===== config.mk =====
export PLATFORM = sky130hd
export DESIGN_NAME = ftb_cov_stage
export DESIGN_NICKNAME = d
export VERILOG_FILES = /design/src/rtl/ftb_pkg.sv /design/src/rtl/ftb_cov_stage.sv
export SDC_FILE = /design/constraint.sdc
export NUM_CORES = 1
export LEC_CHECK = 0
export BUFFER_PORTS_ARGS = -buffer_cell sky130_fd_sc_hd__buf_2
export CELL_PAD_IN_SITES_DETAIL_PLACEMENT = 1
export CELL_PAD_IN_SITES_GLOBAL_PLACEMENT = 2
export CORE_ASPECT_RATIO = 1.1
export CORE_UTILIZATION = 35
export CTS_CLUSTER_SIZE = 28
export DETAILED_ROUTE_END_ITERATION = 7
export PLACE_DENSITY = 0.9
export SYNTH_ARGS = -nofsm -noshare
export SYNTH_HDL_FRONTEND = slang
export SYNTH_SLANG_ARGS = --single-unit

===== constraint.sdc =====
create_clock -name i_clk -period 9.4 [get_ports i_clk]
set_clock_uncertainty 0.05 [all_clocks]
set_input_delay 2.35 -clock i_clk [delete_from_list [all_inputs] [get_ports i_clk]]
set_output_delay 2.35 -clock i_clk [all_outputs]
set_load 0.005 [all_outputs]

===== src/rtl/ftb_pkg.sv =====
package ftb_pkg;

    // fixed point constants
    localparam logic [15:0] Q15_ONE      = 16'd32768;
    localparam logic [15:0] COLOR_MAX    = 16'hFFFF;
    localparam logic [31:0] ROUND_HALF   = 32'd16384;
    localparam logic [31:0] DEPTH_INF    = 32'h7F80_0000;
    localparam logic [15:0] RECIP_3      = 16'd43691;
    localparam int          RECIP_SHIFT  = 17;
    localparam logic [15:0] THRESH_RESET = 16'd32636;

    // configuration port
    localparam int CFG_IDX_W  = 2;
    localparam int CFG_DATA_W = 16;
    localparam logic [CFG_IDX_W-1:0] CFG_THR_RED   = 2'd0;
    localparam logic [CFG_IDX_W-1:0] CFG_THR_GREEN = 2'd1;
    localparam logic [CFG_IDX_W-1:0] CFG_THR_BLUE  = 2'd2;

    // input word: one shading hit
    typedef struct packed {
        logic [7:0]  ray_index;
        logic        first_hit;
        logic        miss;
        logic        matte;
        logic [15:0] ci_red;
        logic [15:0] ci_green;
        logic [15:0] ci_blue;
        logic [15:0] oi_red;
        logic [15:0] oi_green;
        logic [15:0] oi_blue;
        logic [31:0] hit_distance;
        logic        batch_end;
    } t_in_word;

    // output word: one sample result
    typedef struct packed {
        logic [7:0]  out_ray_index;
        logic        keep_tracing;
        logic        color_final;
        logic [15:0] sample_red;
        logic [15:0] sample_green;
        logic [15:0] sample_blue;
        logic [15:0] coverage;
        logic [31:0] depth_out;
        logic        depth_valid;
        logic        out_batch_end;
    } t_out_word;

    // per-ray table entry, channel 0 red, 1 green, 2 blue
    typedef struct packed {
        logic [2:0][15:0] col;
        logic [2:0][15:0] opa;
        logic [2:0][15:0] tr;
    } t_ray_entry;

    // opacity thresholds, same channel order
    typedef struct packed {
        logic [2:0][15:0] level;
    } t_thresh;

    // result before the coverage divide
    typedef struct packed {
        logic [7:0]       ray_index;
        logic             keep;
        logic             final_flag;
        logic [2:0][15:0] sample;
        logic [16:0]      opa_sum;
        logic [31:0]      depth;
        logic             depth_valid;
        logic             batch_end;
    } t_partial;

endpackage


===== src/rtl/ftb_cov_stage.sv =====
module ftb_cov_stage
    import ftb_pkg::*;
(
    input  logic      i_clk,
    input  logic      i_rst_n,
    input  logic      i_valid,
    output logic      o_ready,
    input  t_partial  i_part,
    output logic      o_valid,
    input  logic      i_ready,
    output t_out_word o_word
);

    logic        r_valid;
    t_out_word   r_word;
    t_out_word   n_word;
    logic [16:0] sum_rnd;
    logic [32:0] cov_prod;

    assign o_ready = !r_valid || i_ready;

    // coverage = (sum + 1) / 3 by reciprocal multiply, exact below 2^17
    always_comb begin
        sum_rnd  = i_part.opa_sum + 17'd1;
        cov_prod = 33'(sum_rnd) * 33'(RECIP_3);

        n_word.out_ray_index = i_part.ray_index;
        n_word.keep_tracing  = i_part.keep;
        n_word.color_final   = i_part.final_flag;
        n_word.sample_red    = i_part.sample[0];
        n_word.sample_green  = i_part.sample[1];
        n_word.sample_blue   = i_part.sample[2];
        n_word.coverage      = 16'(cov_prod >> RECIP_SHIFT);
        n_word.depth_out     = i_part.depth;
        n_word.depth_valid   = i_part.depth_valid;
        n_word.out_batch_end = i_part.batch_end;
    end

    // output register
    always_ff @(posedge i_clk) begin
        if (!i_rst_n) begin
            r_valid <= 1'b0;
        end else if (o_ready) begin
            r_valid <= i_valid;
        end
    end

    always_ff @(posedge i_clk) begin
        if (o_ready && i_valid) begin
            r_word <= n_word;
        end
    end

    assign o_valid = r_valid;
    assign o_word  = r_word;

endmodule


==> results of run 1 <==
[registers in the layout, summed over array words and instances (netlist names)]
| name | flops |
|---|---|
| o_word | 108 |
| o_valid | 1 |
[report_power, final]
part / leakage [µW] / switching (µW) / internal (µW)
sequential: 0.00105 / 12.8 / 695
clock: 0.000140 / 173 / 185
combinational: 0.00393 / 1610 / 1060
[routing by layer]
layer | global-route usage, % | vias to the layer above
met5 | 0 | -
met4 | 4.69 | 6
met3 | 4.38 | 24
met2 | 34.9 | 184
met1 | 21.0 | 2878
li1 | - | 2822
[worst max-delay path: stages]
cell and delay, ns:
sky130_fd_sc_hd__buf_2 0.13, sky130_fd_sc_hd__and3_1 0.17, sky130_fd_sc_hd__and3_1 0.20, sky130_fd_sc_hd__and3_1 0.24
sky130_fd_sc_hd__and3_4 0.25, sky130_fd_sc_hd__and2_1 0.17, sky130_fd_sc_hd__nand4_1 0.16, sky130_fd_sc_hd__xnor2_1 0.16
sky130_fd_sc_hd__buf_4 0.16, sky130_fd_sc_hd__ha_1 0.34, sky130_fd_sc_hd__ha_1 0.30, sky130_fd_sc_hd__inv_1 0.05
sky130_fd_sc_hd__fa_1 0.49, sky130_fd_sc_hd__inv_1 0.06, sky130_fd_sc_hd__fa_1 0.41, sky130_fd_sc_hd__fa_1 0.52
sky130_fd_sc_hd__inv_1 0.06, sky130_fd_sc_hd__fa_1 0.53, sky130_fd_sc_hd__inv_1 0.04, sky130_fd_sc_hd__ha_1 0.38
sky130_fd_sc_hd__nand2_1 0.14, sky130_fd_sc_hd__nor3_2 0.26, sky130_fd_sc_hd__o311ai_4 0.16, sky130_fd_sc_hd__a21oi_2 0.21
sky130_fd_sc_hd__o2111ai_1 0.18, sky130_fd_sc_hd__o311a_1 0.35, sky130_fd_sc_hd__xnor2_1 0.14
[metrics by stage]
step	area (µm²)	worst slack, ns
finish	10500	0.826
CTS	10500	0.782
global route	10500	0.488
global placement	10200	0.573
detailed placement	10200	0.399
floorplan	8630	0.993
[synthesized netlist by cell type (2+ instances only)]
master	n	area share (%)
sky130_fd_sc_hd__nand4_1	7	0.51
sky130_fd_sc_hd__nor3_1	2	0.12
sky130_fd_sc_hd__nand2b_1	2	0.14
sky130_fd_sc_hd__a211oi_1	3	0.26
sky130_fd_sc_hd__nand3_1	6	0.35
sky130_fd_sc_hd__a21o_1	2	0.17
sky130_fd_sc_hd__xor2_1	20	2.0
sky130_fd_sc_hd__xnor2_2	2	0.38
sky130_fd_sc_hd__fa_1	77	18
sky130_fd_sc_hd__edfxtp_1	108	38
sky130_fd_sc_hd__and2_1	8	0.58
sky130_fd_sc_hd__o21bai_1	2	0.17
sky130_fd_sc_hd__o21a_1	2	0.17
sky130_fd_sc_hd__inv_1	167	7.3
sky130_fd_sc_hd__clkbuf_1	2	0.087
sky130_fd_sc_hd__and3_4	2	0.26
sky130_fd_sc_hd__xnor2_1	33	3.3
sky130_fd_sc_hd__nand2_1	22	0.96
sky130_fd_sc_hd__and3_1	7	0.51
sky130_fd_sc_hd__o31ai_1	2	0.17
sky130_fd_sc_hd__a311oi_1	2	0.20
sky130_fd_sc_hd__o221ai_1	2	0.20
sky130_fd_sc_hd__a21oi_2	4	0.41
sky130_fd_sc_hd__o21ai_0	12	0.70
sky130_fd_sc_hd__xor2_4	2	0.64
sky130_fd_sc_hd__nor2_1	20	0.87
sky130_fd_sc_hd__a21oi_1	31	1.8
sky130_fd_sc_hd__ha_1	129	19
[cells by family (layout without fill, tap and decap cells)]
group | count (synthesis) | in the layout | synth area share (%)
AO/OA/AOI/OAI | 80 | 80 | 6.61
buffers and inverters | 171 | 414 | 7.44
XOR/XNOR | 58 | 58 | 6.58
adder cells (fa/ha/maj) | 206 | 206 | 36.6
AND/OR/NAND/NOR | 81 | 81 | 4.99
flip-flops | 109 | 109 | 37.8
other | 0 | 1 | 0
[final timing paths]
check / start / to / slack (ns) / cells past startpoint
hold reg to reg: o_valid / o_valid / 0.59 / 2
setup reg to reg: o_valid / o_word[1] / 7.15 / 3
setup / recovery: i_part[37] / o_word[46] / 0.83 / 27
hold / removal: o_valid / o_valid / 0.59 / 2
[final cells by class]
cell class	instances	area, µm²
Timing Repair Buffer	229	1160
Fill cell	2683	13500
Sequential cell	109	3260
Clock buffer	10	229
Inverter	169	634
Clock inverter	6	51.3
Antenna cell	1	2.50
Multi-Input combinational cell	425	4730
Tap cell	305	382
==> results.txt, run 1 <==
----------------------------------------------------
[Yosys]
  Gate count after technology mapping ... 705
  Most used flip-flop cell after synthesis ... sky130_fd_sc_hd__edfxtp_1
  Number of enable-type register cells in the synthesized netlist ... 108
  Netlist cell types ... 55
  Number of synthesized register bits ... 109
  Sequential share of the synthesized area ... 37.8%
  Post-Syn Area ... 8630 µm²
  Synthesis Warnings ... 0
  Average cell area after synthesis ... 12.2 µm²
  Fraction of registers with async set/reset ... 0%
  Total nets after synthesis ... 1024

[Routing]
  Count of antenna-violating nets left after detailed routing ... 0
  Uppermost layer routed ... met5
  Wire length the detailed router placed on met1 ... 9250 µm
  Metal3 WL ... 1760 µm
  Routed WL per cell ... 18.8 µm
  Routed wl met2 ... 12200 µm
  Vias/cell ... 4.72
  DR DRC count ... 0
  Via count ... 5914
  DRT Pass-1 Iters ... 4
  Iteration-0 DRC Markers ... 219
  Total routed wirelength ... 23600 µm

[Timing]
  Final count of negative-setup-slack endpoints ... 0
  Worst relative slew slack ... 34.3%
  Share of the cycle needed by the critical path after routing ... 91.2%
  Final max-slew violation count ... 0
  Clock period minus final worst setup slack ... 8.57 ns
  RSZ-0062 raised after global routing ... no
  Max frequency ... 117 MHz
  Setup TNS Final ... 0 ns
  Worst Hold Margin ... 0.595 ns
  Transition at the pin with the smallest max-transition slack ... 0.986 ns
  Number of hold violations in the final report ... 0

[Layout]
  Commonest non-fill, non-tap cells in the layout ... 222 x sky130_fd_sc_hd__buf_2, 167 x sky130_fd_sc_hd__inv_1, 129 x sky130_fd_sc_hd__ha_1, 108 x sky130_fd_sc_hd__edfxtp_1, 77 x sky130_fd_sc_hd__fa_1
  Post-Route Utilization ... 43.7%
  Number of nets at the end of the flow ... 1262
  Commonest non-fill, non-tap cell in the layout ... sky130_fd_sc_hd__buf_2
  Relative area change from synthesis to final layout ... 21.1%
  Ratio of cells with drive above 1 in the final layout ... 28.3%
  Number of cells in the finished layout apart from fillers ... 1254

[Run status]
  Outcome ... finished clean

[Global route]
  GRT Total Usage ... 18.8%
  Gr ovfl total ... 0
  Vias in the first global route ... 6376
  Initial antenna violation count ... 4
  Wire length of the first global-routing pass ... 35700 µm
  Pin count of the biggest net entering global routing ... 79

[Power and ir drop]
  Standby leakage power ... 0.00512 µW
  PD cells ... 358 nW/µm²
  Total power of the final layout ... 3740 µW
  Worst voltage drop across the vdd grid ... 0.000183 V

[Floorplan]
  Core footprint ... 23900 µm²
  Die width ... 152 µm
  Total Die Area ... 25300 µm²
  I/O pin count ... 223
  Starting density of the core ... 36.1%
  Die height ... 167 µm
  Cell Rows ... 59

[Clocking]
  Clk Tree Root Cell ... sky130_fd_sc_hd__clkbuf_16
  Worst skew pair latency ... 0.34 ns
  H-Tree Level Count ... 3
  Maximum buffer depth of the clock tree ... 2
  Buffers inserted by post-CTS timing repair ... 0
  PostCTS Resize Cnt ... 0
  Number of buffers created by CTS ... 9
  Clock tree from TritonCTS ... built
  Clock-pin slew of the registers on the worst-case setup and hold paths ... 0.08 ns
  Total number of clock tree sinks ... 109
  Hold_buf cts ... 0

[Place]
  Weighted congestion reported at the end of routability-driven placement ... 0.885
  Number of placed cells counting well taps ... 1237
  DPL Wire Length ... 20800 µm
  # port buffers ... 222

[Setup path]
  Endpoint type of the worst setup path ... register
  Nature of the critical path startpoint ... input pin
  Worst EP arrival ... 8.61 ns
  Data required, critical path ... 9.44 ns
  Max FO, Critical Path ... 6
  Type of the worst setup path ... in2reg

[Flow run]
  Max Cap Violations ... 0

[Worst hold path]
  Min-delay worst type ... reg2reg

----------------------------------------------------
No activity file was read; power rests on OpenSTA's default activity.
==> run 2: changes to the inputs <==
--- a/config.mk
+++ b/config.mk
@@ -9,10 +9,10 @@
 export CELL_PAD_IN_SITES_DETAIL_PLACEMENT = 1
 export CELL_PAD_IN_SITES_GLOBAL_PLACEMENT = 2
 export CORE_ASPECT_RATIO = 1.1
-export CORE_UTILIZATION = 35
+export CORE_UTILIZATION = 38
 export CTS_CLUSTER_SIZE = 28
 export DETAILED_ROUTE_END_ITERATION = 7
-export PLACE_DENSITY = 0.9
+export PLACE_DENSITY = 0.95
 export SYNTH_ARGS = -nofsm -noshare
 export SYNTH_HDL_FRONTEND = slang
 export SYNTH_SLANG_ARGS = --single-unit
==> constraint.sdc (replaced) <==
create_clock -name i_clk -period 10.72 [get_ports i_clk]
set_clock_uncertainty 0.05 [all_clocks]
set_input_delay 2.144 -clock i_clk [delete_from_list [all_inputs] [get_ports i_clk]]
set_output_delay 2.144 -clock i_clk [all_outputs]
set_load 0.005 [all_outputs]
==> run 2 against run 1 <==
  * Clock power is 6.1% lower
  * Combinational power fell by 11%
  * Global-route usage grew 2.5 points
  * Sequential share of layout area is 0.079 points higher
  * Sequential power decreased by 12%
  * Hold slack got worse by 0.049 ns
  * Total power down 11%
  * Critical path depth down 3
  * First-iteration DRC count up 15%
  * Via count increased by 1.1%
  * Cell area shrank 0.25%
  * Critical path type unchanged
  * Critical endpoint unchanged
==> results.txt, run 2 (synthesized netlist as in run 1, its figures left out) <==
----------------------------------------------------
[Run status]
  Outcome ... finished clean

[Layout]
  Diode insertion count for antenna repair ... 0 (-1)
  Relative area change from synthesis to final layout ... 20.8%
  Commonest non-fill, non-tap cells in the layout ... 222 x sky130_fd_sc_hd__buf_2, 167 x sky130_fd_sc_hd__inv_1, 129 x sky130_fd_sc_hd__ha_1, 108 x sky130_fd_sc_hd__edfxtp_1, 77 x sky130_fd_sc_hd__fa_1
  Number of nets at the end of the flow ... 1256 (-0.48%)
  Largest register FFs ... 108 (unchanged)
  Ratio of cells with drive above 1 in the final layout ... 27.9% (-0.35 points)
  Fill count ... 2464 (-8.2%)
  Area of the multi-input gates ... 4730 µm² (unchanged)
  Commonest non-fill, non-tap cell in the layout ... sky130_fd_sc_hd__buf_2
  Area used by sequential logic in the layout ... 3260 µm² (unchanged)

[Floorplan]
  Cell Rows ... 57 (-3.4%)
  Core footprint ... 22200 µm² (-7.3%)
  Die width ... 146 µm (-4.0%)
  I/O pin count ... 223 (unchanged)
  Starting density of the core ... 38.9% (+2.8 points)
  Die height ... 160 µm (-4.0%)
  Total Die Area ... 23300 µm² (-7.8%)

[Power and ir drop]
  Worst voltage drop across the vdd grid ... 0.000200 V (+9.0%)
  Standby leakage power ... 0.00510 µW (-0.32%)
  Total power of the final layout ... 3330 µW (-11%)
  PD cells ... 320 nW/µm² (-11%)

[Setup path]
  Data required, critical path ... 10.76 ns (+1.32 ns)
  Endpoint type of the worst setup path ... register
  Worst EP arrival ... 8.65 ns (+0.04 ns)
  Max FO, Critical Path ... 6 (unchanged)
  Type of the worst setup path ... in2reg
  Nature of the critical path startpoint ... input pin

[Global route]
  Pin count of the biggest net entering global routing ... 85 (+7.6%)
  Wire length of the first global-routing pass ... 37100 µm (+4.1%)
  GRT Total Usage ... 21.2% (+2.5 points)
  Vias in the first global route ... 6421 (+0.71%)
  Initial antenna violation count ... 0 (-4)
  Gr ovfl total ... 0 (unchanged)

[Timing]
  Worst relative slew slack ... 30.1% (-4.2 points)
  Clock period minus final worst setup slack ... 8.60 ns
  Number of hold violations in the final report ... 0 (unchanged)
  Final max-slew violation count ... 0 (unchanged)
  Transition at the pin with the smallest max-transition slack ... 1.05 ns (+0.0624 ns)
  Max frequency ... 116 MHz
  Final count of negative-setup-slack endpoints ... 0 (unchanged)
  RSZ-0062 raised after global routing ... no
  Setup TNS Final ... 0 ns (unchanged)
  Share of the cycle needed by the critical path after routing ... 80.2%

[Routing]
  Routed WL per cell ... 19.6 µm (+4.0%)
  Iteration-0 DRC Markers ... 251 (+15%)
  Total routed wirelength ... 24200 µm (+2.6%)
  DR DRC count ... 0 (unchanged)
  Count of antenna-violating nets left after detailed routing ... 0 (unchanged)
  Via count ... 5981 (+1.1%)
  Vias/cell ... 4.84 (+2.5%)
  DRT Pass-1 Iters ... 4 (unchanged)

[Clocking]
  Number of buffers created by CTS ... 9 (unchanged)
  Worst skew pair latency ... 0.35 ns (about the same)
  Maximum buffer depth of the clock tree ... 2 (unchanged)
  H-Tree Level Count ... 3 (unchanged)
  PostCTS Resize Cnt ... 0 (unchanged)
  Total number of clock tree sinks ... 109 (unchanged)
  Clock-pin slew of the registers on the worst-case setup and hold paths ... 0.09 ns (about the same)
  Buffers inserted by post-CTS timing repair ... 0 (unchanged)
  Clock tree from TritonCTS ... built
  Hold_buf cts ... 0 (unchanged)
  Clk Tree Root Cell ... sky130_fd_sc_hd__clkbuf_16

[Place]
  # port buffers ... 222 (unchanged)
  Weighted congestion reported at the end of routability-driven placement ... 0.925 (+4.5%)
  DPL Wire Length ... 21200 µm (+2.0%)

[Flow run]
  Max Cap Violations ... 0 (unchanged)

[Worst hold path]
  Min-delay worst type ... reg2reg

----------------------------------------------------
-- run 2: cell types whose count changed in the layout (fill, tap and decap cells not counted) --
cell                       delta
sky130_fd_sc_hd__buf_4        -6
sky130_fd_sc_hd__clkbuf_1     -1
sky130_fd_sc_hd__clkinv_2     -1
sky130_fd_sc_hd__clkinv_8     +3
sky130_fd_sc_hd__diode_2      -1
sky130_fd_sc_hd__inv_6        -2
sky130_fd_sc_hd__inv_8        +1
-- run 2: layout make-up --
cell class                 count  area share [%]
clock inverter                 7           0.852
inverter                     169            6.08
sequential                   109            31.3
timing repair buffer         223            10.7
multi-input combinational    425            45.3
tap                          295            3.54
clock buffer                   9            2.16
-- run 2: power by group --
group	internal, µW	leakage (µW)	switching [µW]
logic	937	0.00390	1430
clock network	168	0.000152	167
registers	610	0.00105	14.6
total	1720	0.00510	1620
-- run 2: worst paths after layout --
| check | start | end | slack, ns | cells after the start |
|---|---|---|---|---|
| hold reg to reg | o_valid | o_valid | 0.55 | 2 |
| setup reg to reg | o_valid | o_word[12] | 8.54 | 3 |
| setup / recovery | i_part[37] | o_word[46] | 2.12 | 24 |
| hold / removal | o_valid | o_valid | 0.55 | 2 |
-- run 2: worst max-delay path, cell delays in order --
cell	delay, ns
sky130_fd_sc_hd__buf_2	0.12
sky130_fd_sc_hd__and3_1	0.17
sky130_fd_sc_hd__and3_1	0.21
sky130_fd_sc_hd__and3_1	0.24
sky130_fd_sc_hd__and3_4	0.25
sky130_fd_sc_hd__and2_1	0.16
sky130_fd_sc_hd__nand4_1	0.16
sky130_fd_sc_hd__xnor2_1	0.54
sky130_fd_sc_hd__ha_1	0.41
sky130_fd_sc_hd__ha_1	0.30
sky130_fd_sc_hd__inv_1	0.05
sky130_fd_sc_hd__fa_1	0.50
sky130_fd_sc_hd__inv_1	0.06
sky130_fd_sc_hd__fa_1	0.48
sky130_fd_sc_hd__fa_1	0.52
sky130_fd_sc_hd__fa_1	0.49
sky130_fd_sc_hd__ha_1	0.42
sky130_fd_sc_hd__nand3_1	0.16
sky130_fd_sc_hd__nor3_2	0.24
sky130_fd_sc_hd__o311ai_4	0.16
sky130_fd_sc_hd__a21oi_2	0.20
sky130_fd_sc_hd__o2111ai_1	0.16
sky130_fd_sc_hd__o311a_1	0.34
sky130_fd_sc_hd__xnor2_1	0.14
-- run 2: through the flow --
step / setup slack, ns / instances / cell area, µm² / util [%] / hold WS, ns
after global routing: 1.71 / 1237 / 10400 / 47.0 / 0.561
after global placement: 1.89 / 1221 / 10100 / 45.6 / 0.475
after detailed placement: 1.72 / 1221 / 10100 / 45.6 / 0.514
after CTS: 2.09 / 1237 / 10400 / 47.0 / 0.542
after floorplan: 2.52 / 705 / 8630 / - / 0.487
final: 2.12 / 1237 / 10400 / 47.0 / 0.546
-- run 2: routing by layer --
metal,global-route usage [%],share of wire [%],up-vias
met1,24.5,40,2944
met5,0,0,-
met3,4.97,7.0,25
li1,-,-,2805
met4,5.36,1.8,0
met2,39.2,52,207
